<file path="src/cvn_pkg.sv">
// Shared constants for the complex vector normalizer: opcodes, result kinds,
// fixed-point constants and the register map of the configuration port.
// No dependencies.
package cvn_pkg;

	// Item opcodes. Code 3 is unused and is dropped without effect.
	localparam logic [1:0] OP_ACCUM  = 2'd0;
	localparam logic [1:0] OP_FINISH = 2'd1;
	localparam logic [1:0] OP_SCALE  = 2'd2;

	localparam logic RESULT_SAMPLE = 1'b0;
	localparam logic RESULT_NORM   = 1'b1;

	localparam int PADDR_W = 2;
	localparam logic [PADDR_W-1:0] ADDR_GRID_STEP = '0;

	localparam logic [31:0] GRID_STEP_RESET = 32'h0100_0000;
	localparam logic [31:0] RECIP_ONE       = 32'h0100_0000;
	localparam logic [31:0] RECIP_MAX       = 32'hFFFF_FFFF;

	// Fraction bits of the reciprocal and bits of the 2^40 / norm quotient.
	localparam int RECIP_FRAC = 24;
	localparam int DIV_BITS   = 41;

endpackage

</file>
<file path="src/cvn_ifs.sv">
// Handshake channels of the complex vector normalizer: the item channel and
// the result channel, each with source, sink and monitor views.
// Depends on nothing.
interface cvn_cmd_if #(parameter int SAMPLE_WIDTH = 24) ();
	logic                           valid;
	logic                           ready;
	logic [1:0]                     opcode;
	logic signed [SAMPLE_WIDTH-1:0] sample_re;
	logic signed [SAMPLE_WIDTH-1:0] sample_im;

	modport source (output valid, opcode, sample_re, sample_im, input ready);
	modport sink (input valid, opcode, sample_re, sample_im, output ready);
	modport mon (input valid, ready, opcode, sample_re, sample_im);
endinterface

interface cvn_rsp_if #(parameter int SAMPLE_WIDTH = 24) ();
	logic                           valid;
	logic                           ready;
	logic                           result_kind;
	logic signed [SAMPLE_WIDTH-1:0] scaled_re;
	logic signed [SAMPLE_WIDTH-1:0] scaled_im;
	logic [31:0]                    norm_value;
	logic                           zero_norm;
	logic                           saturated;

	modport source (output valid, result_kind, scaled_re, scaled_im, norm_value,
		zero_norm, saturated, input ready);
	modport sink (input valid, result_kind, scaled_re, scaled_im, norm_value,
		zero_norm, saturated, output ready);
	modport mon (input valid, ready, result_kind, scaled_re, scaled_im, norm_value,
		zero_norm, saturated);
endinterface

</file>
<file path="src/complex_vector_normalizer_top.sv">
// Accumulate item: the multiply steps add both squared magnitudes to the sum; no result.
// Scale item: both parts are scaled into the result register before the next item is taken.
// Finish item: 3 multiply steps, 32 square-root steps and 41 division steps on
// the shared subtractor, then the result register; a zero sum or zero root skips ahead.
// The steps run on the shared 32x32 multiplier and the shared 65-bit subtractor.
// arst_n clears the sum, sets reciprocal and grid_step to 1.0 and drops results.
module complex_vector_normalizer_top
	import cvn_pkg::*;
#(
	parameter int SAMPLE_WIDTH = 24
) (
	input  logic               clk,
	input  logic               arst_n,
	input  logic               psel,
	input  logic               penable,
	input  logic               pwrite,
	input  logic [PADDR_W-1:0] paddr,
	input  logic [31:0]        pwdata,
	output logic [31:0]        prdata,
	output logic               pready,
	cvn_cmd_if.sink            cmd,
	cvn_rsp_if.source          rsp
);

	localparam int NORM_SHIFT = 2 * SAMPLE_WIDTH - 10;
	localparam logic [5:0] DIV_TOP = 6'(DIV_BITS - 1);

	typedef enum logic [4:0] {
		S_IDLE = 5'b00001,
		S_MUL  = 5'b00010,
		S_SQRT = 5'b00100,
		S_DIV  = 5'b01000,
		S_EMIT = 5'b10000
	} state_t;

	typedef logic [SAMPLE_WIDTH-1:0] smp_t;

	// Rounds a magnitude times reciprocal product half away from zero and
	// clips it to the signed sample range. Returns {clipped, value}.
	function automatic logic [SAMPLE_WIDTH:0] round_sat(input logic [63:0] p, input logic neg);
		logic [40:0] r;
		logic [40:0] lim;
		smp_t        v;
		logic        s;
		r   = 41'(p >> RECIP_FRAC) + 41'(p[RECIP_FRAC-1]);
		lim = 41'(1) << (SAMPLE_WIDTH - 1);
		s   = 1'b0;
		if (neg) begin
			if (r > lim) begin
				r = lim;
				s = 1'b1;
			end
			v = SAMPLE_WIDTH'(41'd0 - r);
		end else begin
			if (r > lim - 41'd1) begin
				r = lim - 41'd1;
				s = 1'b1;
			end
			v = SAMPLE_WIDTH'(r);
		end
		return {s, v};
	endfunction

	state_t      state_q;
	logic [1:0]  step_q;
	logic [5:0]  cnt_q;
	logic        out_valid_q;
	logic [31:0] grid_q;
	logic [63:0] sum_q;
	logic [31:0] recip_q;

	logic [1:0]  op_q;
	smp_t        re_mag_q, im_mag_q;
	logic        re_neg_q, im_neg_q;
	logic [63:0] prod_q;
	logic [63:0] x_q;
	logic [63:0] res_q;
	logic [63:0] bit_q;
	logic [31:0] rem_q;
	logic [40:0] quo_q;
	smp_t        pend_re_q, pend_im_q;
	logic        pend_sat_q, pend_zero_q;

	logic                  rsp_kind_q;
	smp_t                  rsp_re_q, rsp_im_q;
	logic [31:0]           rsp_norm_q;
	logic                  rsp_zero_q, rsp_sat_q;

	logic        cmd_xfer, cfg_write, emit_load, sum_zero;
	smp_t        in_re, in_im;
	logic [31:0] mul_a, mul_b;
	logic [63:0] sub_a, sub_b;
	logic [64:0] diff;
	logic        sub_ge;
	logic [32:0] div_shift;
	logic [63:0] res_nxt;
	logic [40:0] quo_nxt;
	logic [95:0] fin_full;
	logic [127:0] fin_wide;
	logic        fin_clamp;
	logic [63:0] fin_sq;
	logic [64:0] sum_add;
	logic [SAMPLE_WIDTH:0] rnd;

	assign cmd.ready = (state_q == S_IDLE);
	assign cmd_xfer  = cmd.valid && cmd.ready;
	assign cfg_write = psel && penable && pwrite && (paddr == ADDR_GRID_STEP);
	assign pready    = 1'b1;
	assign prdata    = (paddr == ADDR_GRID_STEP) ? grid_q : '0;
	assign emit_load = (state_q == S_EMIT) && (!out_valid_q || rsp.ready);
	assign sum_zero  = (sum_q == '0);

	assign in_re = cmd.sample_re[SAMPLE_WIDTH-1] ? smp_t'(~cmd.sample_re + 1'b1) : cmd.sample_re;
	assign in_im = cmd.sample_im[SAMPLE_WIDTH-1] ? smp_t'(~cmd.sample_im + 1'b1) : cmd.sample_im;

	// Operand selection for the shared multiplier.
	always_comb begin
		mul_a = '0;
		mul_b = '0;
		unique case (op_q)
			OP_ACCUM: begin
				mul_a = (step_q == 2'd0) ? 32'(re_mag_q) : 32'(im_mag_q);
				mul_b = mul_a;
			end
			OP_SCALE: begin
				mul_a = (step_q == 2'd0) ? 32'(re_mag_q) : 32'(im_mag_q);
				mul_b = recip_q;
			end
			OP_FINISH: begin
				mul_a = (step_q == 2'd0) ? sum_q[31:0] : sum_q[63:32];
				mul_b = grid_q;
			end
			default: begin
				mul_a = '0;
				mul_b = '0;
			end
		endcase
	end

	// The subtractor is shared by the square root and the divider.
	assign div_shift = {rem_q, (cnt_q == DIV_TOP)};
	always_comb begin
		if (state_q == S_DIV) begin
			sub_a = 64'(div_shift);
			sub_b = 64'(res_q[31:0]);
		end else begin
			sub_a = x_q;
			sub_b = res_q + bit_q;
		end
	end
	assign diff    = {1'b0, sub_a} - {1'b0, sub_b};
	assign sub_ge  = !diff[64];
	assign res_nxt = sub_ge ? (res_q >> 1) + bit_q : (res_q >> 1);
	assign quo_nxt = {quo_q[DIV_BITS-2:0], sub_ge};

	// Product of the sum and grid_step, aligned to a squared Q16.16 norm.
	assign fin_full  = (96'(prod_q) << 32) + 96'(x_q);
	assign fin_wide  = 128'(fin_full);
	assign fin_clamp = (fin_wide >> (NORM_SHIFT + 64)) != '0;
	assign fin_sq    = fin_clamp ? '1 : 64'(fin_wide >> NORM_SHIFT);

	assign sum_add = {1'b0, sum_q} + {1'b0, prod_q};
	assign rnd     = round_sat(prod_q, (step_q == 2'd1) ? re_neg_q : im_neg_q);

	always_ff @(posedge clk or negedge arst_n) begin
		if (!arst_n) begin
			state_q     <= S_IDLE;
			step_q      <= '0;
			cnt_q       <= '0;
			out_valid_q <= 1'b0;
			grid_q      <= GRID_STEP_RESET;
			sum_q       <= '0;
			recip_q     <= RECIP_ONE;
		end else begin
			if (cfg_write) begin
				grid_q <= pwdata;
			end
			if (emit_load) begin
				out_valid_q <= 1'b1;
			end else if (rsp.ready) begin
				out_valid_q <= 1'b0;
			end
			unique case (state_q)
				S_IDLE: begin
					step_q <= '0;
					if (cmd_xfer && (cmd.opcode == OP_ACCUM || cmd.opcode == OP_SCALE ||
							cmd.opcode == OP_FINISH)) begin
						state_q <= S_MUL;
					end
				end
				S_MUL: begin
					step_q <= step_q + 2'd1;
					unique case (op_q)
						OP_ACCUM: begin
							if (step_q != 2'd0) begin
								sum_q <= sum_add[64] ? '1 : sum_add[63:0];
							end
							if (step_q == 2'd2) begin
								state_q <= S_IDLE;
							end
						end
						OP_SCALE: begin
							if (step_q == 2'd2) begin
								state_q <= S_EMIT;
							end
						end
						OP_FINISH: begin
							if (step_q == 2'd0 && sum_zero) begin
								recip_q <= RECIP_ONE;
								state_q <= S_EMIT;
							end else if (step_q == 2'd2) begin
								sum_q   <= '0;
								state_q <= S_SQRT;
							end
						end
						default: begin
							state_q <= S_IDLE;
						end
					endcase
				end
				S_SQRT: begin
					if (bit_q[0]) begin
						if (res_nxt == '0) begin
							recip_q <= RECIP_MAX;
							state_q <= S_EMIT;
						end else begin
							cnt_q   <= DIV_TOP;
							state_q <= S_DIV;
						end
					end
				end
				S_DIV: begin
					cnt_q <= cnt_q - 6'd1;
					if (cnt_q == '0) begin
						recip_q <= (quo_nxt[DIV_BITS-1:32] != '0) ? RECIP_MAX : quo_nxt[31:0];
						state_q <= S_EMIT;
					end
				end
				S_EMIT: begin
					if (emit_load) begin
						state_q <= S_IDLE;
					end
				end
				default: begin
					state_q <= S_IDLE;
				end
			endcase
		end
	end

	always_ff @(posedge clk) begin
		if (cmd_xfer) begin
			op_q        <= cmd.opcode;
			re_mag_q    <= in_re;
			im_mag_q    <= in_im;
			re_neg_q    <= cmd.sample_re[SAMPLE_WIDTH-1];
			im_neg_q    <= cmd.sample_im[SAMPLE_WIDTH-1];
			pend_sat_q  <= 1'b0;
			pend_zero_q <= 1'b0;
		end
		if (state_q == S_MUL) begin
			prod_q <= 64'(mul_a) * 64'(mul_b);
			if (op_q == OP_SCALE && step_q == 2'd1) begin
				pend_re_q  <= rnd[SAMPLE_WIDTH-1:0];
				pend_sat_q <= pend_sat_q | rnd[SAMPLE_WIDTH];
			end
			if (op_q == OP_SCALE && step_q == 2'd2) begin
				pend_im_q  <= rnd[SAMPLE_WIDTH-1:0];
				pend_sat_q <= pend_sat_q | rnd[SAMPLE_WIDTH];
			end
			if (op_q == OP_FINISH && step_q == 2'd0 && sum_zero) begin
				pend_zero_q <= 1'b1;
				res_q       <= '0;
			end
			if (op_q == OP_FINISH && step_q == 2'd1) begin
				x_q <= prod_q;
			end
			if (op_q == OP_FINISH && step_q == 2'd2) begin
				x_q        <= fin_sq;
				pend_sat_q <= pend_sat_q | fin_clamp;
				res_q      <= '0;
				bit_q      <= 64'(1) << 62;
			end
		end
		if (state_q == S_SQRT) begin
			if (sub_ge) begin
				x_q <= diff[63:0];
			end
			res_q <= res_nxt;
			bit_q <= bit_q >> 2;
			rem_q <= '0;
			quo_q <= '0;
			if (bit_q[0] && res_nxt == '0) begin
				pend_sat_q <= 1'b1;
			end
		end
		if (state_q == S_DIV) begin
			rem_q <= sub_ge ? diff[31:0] : div_shift[31:0];
			quo_q <= quo_nxt;
			if (cnt_q == '0 && quo_nxt[DIV_BITS-1:32] != '0) begin
				pend_sat_q <= 1'b1;
			end
		end
		if (emit_load) begin
			rsp_kind_q <= (op_q == OP_FINISH) ? RESULT_NORM : RESULT_SAMPLE;
			rsp_re_q   <= (op_q == OP_FINISH) ? '0 : pend_re_q;
			rsp_im_q   <= (op_q == OP_FINISH) ? '0 : pend_im_q;
			rsp_norm_q <= (op_q == OP_FINISH) ? res_q[31:0] : '0;
			rsp_zero_q <= pend_zero_q;
			rsp_sat_q  <= pend_sat_q;
		end
	end

	assign rsp.valid       = out_valid_q;
	assign rsp.result_kind = rsp_kind_q;
	assign rsp.scaled_re   = rsp_re_q;
	assign rsp.scaled_im   = rsp_im_q;
	assign rsp.norm_value  = rsp_norm_q;
	assign rsp.zero_norm   = rsp_zero_q;
	assign rsp.saturated   = rsp_sat_q;

endmodule

</file>
<file path="src/flat_wrapper.sv">
// flat-port wrapper written by rule: the top's interface ports become plain ports
module complex_vector_normalizer_top_flat import cvn_pkg::*;
#(
	parameter int SAMPLE_WIDTH = 24
)
  (clk, arst_n, psel, penable, pwrite, paddr, pwdata, prdata, pready, cmd_valid, cmd_opcode, cmd_sample_re, cmd_sample_im, cmd_ready, rsp_valid, rsp_result_kind, rsp_scaled_re, rsp_scaled_im, rsp_norm_value, rsp_zero_norm, rsp_saturated, rsp_ready);
  cvn_cmd_if #(.SAMPLE_WIDTH(SAMPLE_WIDTH)) cmd_i ();
  cvn_rsp_if #(.SAMPLE_WIDTH(SAMPLE_WIDTH)) rsp_i ();
  input  logic clk;
  input  logic arst_n;
  input  logic psel;
  input  logic penable;
  input  logic pwrite;
  input  logic [PADDR_W-1:0] paddr;
  input  logic [31:0] pwdata;
  output logic [31:0] prdata;
  output logic pready;
  input wire logic [$bits(cmd_i.valid)-1:0] cmd_valid;
  input wire logic [$bits(cmd_i.opcode)-1:0] cmd_opcode;
  input wire logic [$bits(cmd_i.sample_re)-1:0] cmd_sample_re;
  input wire logic [$bits(cmd_i.sample_im)-1:0] cmd_sample_im;
  output wire logic [$bits(cmd_i.ready)-1:0] cmd_ready;
  output wire logic [$bits(rsp_i.valid)-1:0] rsp_valid;
  output wire logic [$bits(rsp_i.result_kind)-1:0] rsp_result_kind;
  output wire logic [$bits(rsp_i.scaled_re)-1:0] rsp_scaled_re;
  output wire logic [$bits(rsp_i.scaled_im)-1:0] rsp_scaled_im;
  output wire logic [$bits(rsp_i.norm_value)-1:0] rsp_norm_value;
  output wire logic [$bits(rsp_i.zero_norm)-1:0] rsp_zero_norm;
  output wire logic [$bits(rsp_i.saturated)-1:0] rsp_saturated;
  input wire logic [$bits(rsp_i.ready)-1:0] rsp_ready;
  assign cmd_i.valid = cmd_valid;
  assign cmd_i.opcode = cmd_opcode;
  assign cmd_i.sample_re = cmd_sample_re;
  assign cmd_i.sample_im = cmd_sample_im;
  assign cmd_ready = cmd_i.ready;
  assign rsp_valid = rsp_i.valid;
  assign rsp_result_kind = rsp_i.result_kind;
  assign rsp_scaled_re = rsp_i.scaled_re;
  assign rsp_scaled_im = rsp_i.scaled_im;
  assign rsp_norm_value = rsp_i.norm_value;
  assign rsp_zero_norm = rsp_i.zero_norm;
  assign rsp_saturated = rsp_i.saturated;
  assign rsp_i.ready = rsp_ready;
  complex_vector_normalizer_top #(.SAMPLE_WIDTH(SAMPLE_WIDTH)) u_core (.clk(clk), .arst_n(arst_n), .psel(psel), .penable(penable), .pwrite(pwrite), .paddr(paddr), .pwdata(pwdata), .prdata(prdata), .pready(pready), .cmd(cmd_i), .rsp(rsp_i));
endmodule
</file>
<file path="config.mk">
export PLATFORM = sky130hd
export DESIGN_NAME = complex_vector_normalizer_top_flat
export DESIGN_NICKNAME = d
export VERILOG_FILES = /design/src/cvn_pkg.sv /design/src/cvn_ifs.sv /design/src/complex_vector_normalizer_top.sv /design/src/flat_wrapper.sv
export SDC_FILE = /design/constraint.sdc
export NUM_CORES = 2
export LEC_CHECK = 0
export ABC_CLOCK_PERIOD_IN_PS = 13910
export BUFFER_PORTS_ARGS = -buffer_cell sky130_fd_sc_hd__buf_2
export CAP_MARGIN = 20
export CORE_MARGIN = 4
export CORE_UTILIZATION = 30
export DETAILED_ROUTE_END_ITERATION = 16
export GPL_TIMING_DRIVEN = 0
export PLACE_DENSITY = 0.47
export SLEW_MARGIN = 20
export SYNTH_ARGS = -nofsm -noshare
export SYNTH_HDL_FRONTEND = slang
export SYNTH_SLANG_ARGS = --single-unit
</file>
<file path="constraint.sdc">
create_clock -name clk -period 13.91 [get_ports clk]
set_clock_uncertainty 0.05 [all_clocks]
set_input_delay 1.391 -clock clk [delete_from_list [all_inputs] [get_ports clk]]
set_output_delay 1.391 -clock clk [all_outputs]
set_load 0.01 [all_outputs]
</file>
==> results.md <==
- Chip width: 509 um
- Boundary Pins: 209
- First DRT Iteration DRCs: 6748
- Dominant cell by count in the synthesized netlist: nand2_1
- PwrDens: 57.5 nW/um^2
- CTS tree: yes
- Crit path kind: reg -> reg
- Residual DRC: 0
- Post-synthesis cell area: 75300 sq um
- Reg2Reg Capture Point: u_core.prod_q[63]
- Complex-gate fraction of the synthesized area: 13.6%
- Slew @ Worst Pin: 1.30 ns
- GP Congestion: 1.01
- Vias per inst: 5.46
- Post-CTS Setup Repair Bufs: 0
- Mapped Cells: 8474
- Drt wl/cell: 29.6 um
- Vias in the first global route: 67000
- CP Data Required Time: 14.34 ns
- Clock slew seen by the registers of the worst setup and hold paths: 0.06 ns
- Layout cells sized above 1: 7.24%
- Sequential Power Share: 42.2%
- Buffers on Ports: 207
- Initial antenna violation count: 14
- Worst path max stage delay: 0.77 ns
- Critical path peak fanout: 10
- DP HPWL: 300000 um
- EDFF count, synth: 414
- Multi-input gate area: 52900 sq um
- Final worst-path cycle share: 98.1%
- Crit end category: flip-flop
- Max Root-Sink Buffers: 3
- Sw Pwr: 0.00141 W
- Largest net degree at the start of global routing: 75
- Synth Area in Adders: 32.2%
- Antenna Nets Post-Route: 0
- FP Rows: 183
- Yosys top cell area share: 23.9%
- Mapped Avg Cell Area: 8.89 sq um
- Num CTS Buffers: 77
- # fillers: 26100
- FF-to-FF Start: u_core.op_q[1]
- Comb power frac: 14.4%
- Synth Flop Type: edfxtp_1
- Startpoint Class: flip-flop
- 1st-pass router iterations: 7
- Synth unique cells: 104
- Synth warn: 0
- Reg2Reg Setup Slack: 0.27 ns
- Gr usage total: 27.4%
- Dpl cells: 12100
- Minimum clock period: 13.64 ns
- Sw Ratio: 29.1%
- Most frequent cells after synthesis: nand2_1 (1077), nor2_1 (984), inv_1 (961)
- TritonCTS Sinks: 623
- Post-route insts no fill: 12200
- Post-synth ARST share: 22.8%
- GRT overflow: 0
- Post-synthesis xor/xnor area fraction: 4.58%
- Maximum clock rate: 73.3 MHz
- Worst setup startpoint: u_core.op_q[1]
- Setup ws final: 0.268 ns
- Post-route cell area: 84000 sq um
- Post-CTS Hold Buffers: 0
- Status: complete, no violations
- Worst r2r path cells: 32
- Internal cell power: 0.00343 W
- Root buffer cell: clkbuf_16
- Worst skew pair latency: 0.72 ns
- Final Util: 33.7%
- Final setup viols: 0
- Cell accounting for the most synthesized area: fa_1
- Clock power frac: 43.4%
- Largest family of logic cells by synthesized area: adder cells
- VDD IR max: 0.0000734 V
- Power Total: 0.00483 W
- Layout Area Growth over Synthesis: 11.5%
- Final Hold Vio Count: 0
- Core ar.: 249000 sq um
- Fin. max-slew vios: 0
- Worst slack, placed: -0.409 ns
- Leakage: 37.2 nW
- Simple-gate share of the synthesized area: 17.9%
- FF/Latch Area: 17300 sq um
- Via count: 66600
- Mapped Nets: 9966
- First-pass GRT wire length: 509000 um
- Total wire length: 361000 um
- Total Die Area: 259000 sq um
- Critical Path Sink: u_core.prod_q[63]
- Htree depth: 3
- Layout Nets: 10300
- Initial core utilization: 30.2%
- RSZ-0062 raised after global routing: no
- Die Ht: 509 um
- WP data arrival: 14.07 ns
- Max-cap viol count: 0
- Synth top area cells: fa_1 (24%), edfxtp_1 (17%), ha_1 (8.4%), nand2_1 (5.4%), nor2_1 (4.9%)
- Max-slew headroom: 13.4%
- Mux cell area share after synthesis: 1.58%
- Hold Path Class: reg -> reg
- Synthesis-stage register bit count: 623
- Post-DP Area: 81400 sq um
- Most frequent CP cell: fa_1
- Seq/Total Area, Yosys: 23.0%
- Critical path's slowest cell: a22o_1
power groups by stage:
stage	logic, W	clock network (W)	registers, W
5_1_grt	0.000763	0.00222	0.00204
6_report	0.000697	0.00210	0.00204
4_1_cts	0.000690	0.00214	0.00204
3_3_place_gp	0.000675	0	0.00208
2_1_floorplan	0.000404	0	0.00205
3_5_place_dp	0.000684	0	0.00208
layout by cell type, fill, tap and decap left out, types with 81 or more instances in the layout:
cell type     n
a21o_1      159
xnor2_1     260
clkbuf_1    386
fa_1        898
a21oi_1     384
xor2_1      134
nor3_1       81
nor2b_1      87
o21ai_0     284
inv_1       960
nor2_1      977
buf_2       218
nand3_1     110
edfxtp_1    414
ha_1        502
mux2_2       93
a31oi_1      87
clkbuf_16    82
nand2_1    1075
dfrtp_1     139
and2_1      213
cells by family (layout without fill, tap and decap cells):
| logic type | Yosys count | count (layout) |
|---|---|---|
| compound gates | 1551 | 1551 |
| xor+xnor | 394 | 394 |
| fa+ha+maj | 1401 | 1401 |
| buf+inv | 1413 | 1802 |
| flops | 623 | 623 |
| mux | 106 | 106 |
| other cells | 1 | 5 |
| simple gates | 2985 | 2985 |
worst min path at each step:
stage                       startpoint                    to  slack [ns]  depth (start not counted)
finish              u_core.pend_zero_q  u_core.rsp.zero_norm        0.40                          0
CTS                 u_core.pend_zero_q  u_core.rsp.zero_norm        0.40                          0
floorplan           u_core.pend_zero_q  u_core.rsp.zero_norm        0.36                          0
global placement    u_core.pend_zero_q  u_core.rsp.zero_norm        0.37                          0
global route         u_core.pend_sat_q  u_core.rsp.saturated        0.42                          0
detailed placement   u_core.pend_sat_q  u_core.rsp.saturated        0.39                          0
flip-flops by register name, summed over array words and instances, names as in the netlist, 32 cells and up:
name and cells:
u_core.recip_q 32, u_core.grid_q 32, u_core.x_q 64, u_core.rsp.norm_value 32
u_core.prod_q 64, u_core.quo_q 40, u_core.bit_q 32, u_core.rem_q 32
u_core.res_q 64, u_core.sum_q 64
critical path, delay by kind of cell, from the launching register on:
family / cells / cell delay (ns)
adders and majority gates: 10 / 5.07
DFF: 1 / 0.45
and+or+nand+nor: 2 / 0.43
AOI/OAI and AO/OA: 11 / 3.62
buffers and inverters: 8 / 3.42
xor gates and xnor gates: 1 / 0.32
metal layers:
layer / up-vias / GRT usage (%) / routed length, um
met5: - / 0 / 42
met2: 2884 / 42.7 / 158000
met3: 570 / 4.58 / 27300
li1: 29100 / - / -
met1: 34100 / 37.4 / 156000
met4: 6 / 11.9 / 19300
metrics by stage:
step	setup TNS [ns]	hold slack [ns]
floorplan	0	0.358
global placement	-16.87	0.370
detailed placement	-1.15	0.388
CTS	0	0.402
global route	0	0.418
finish	0	0.396
cell type report:
cell class                      instances  area share [%]
Sequential cell                       623            20.6
Tap cell                             3330            4.96
Inverter                              962            4.30
Multi-Input combinational cell       6438            63.0
Clock buffer                          100            2.55
Buffer                                450            2.15
Timing Repair Buffer                  249            1.96
Clock inverter                         41           0.477
Antenna cell                            4          0.0119
what timing repair did:
| item | CTS | global route |
|---|---|---|
| gates resized for setup | 6 | 6 |
| gates cloned | 0 | 0 |
| endpoints found under the setup margin | 6 | 4 |
Note: power is estimated with default switching activity, not from simulation.
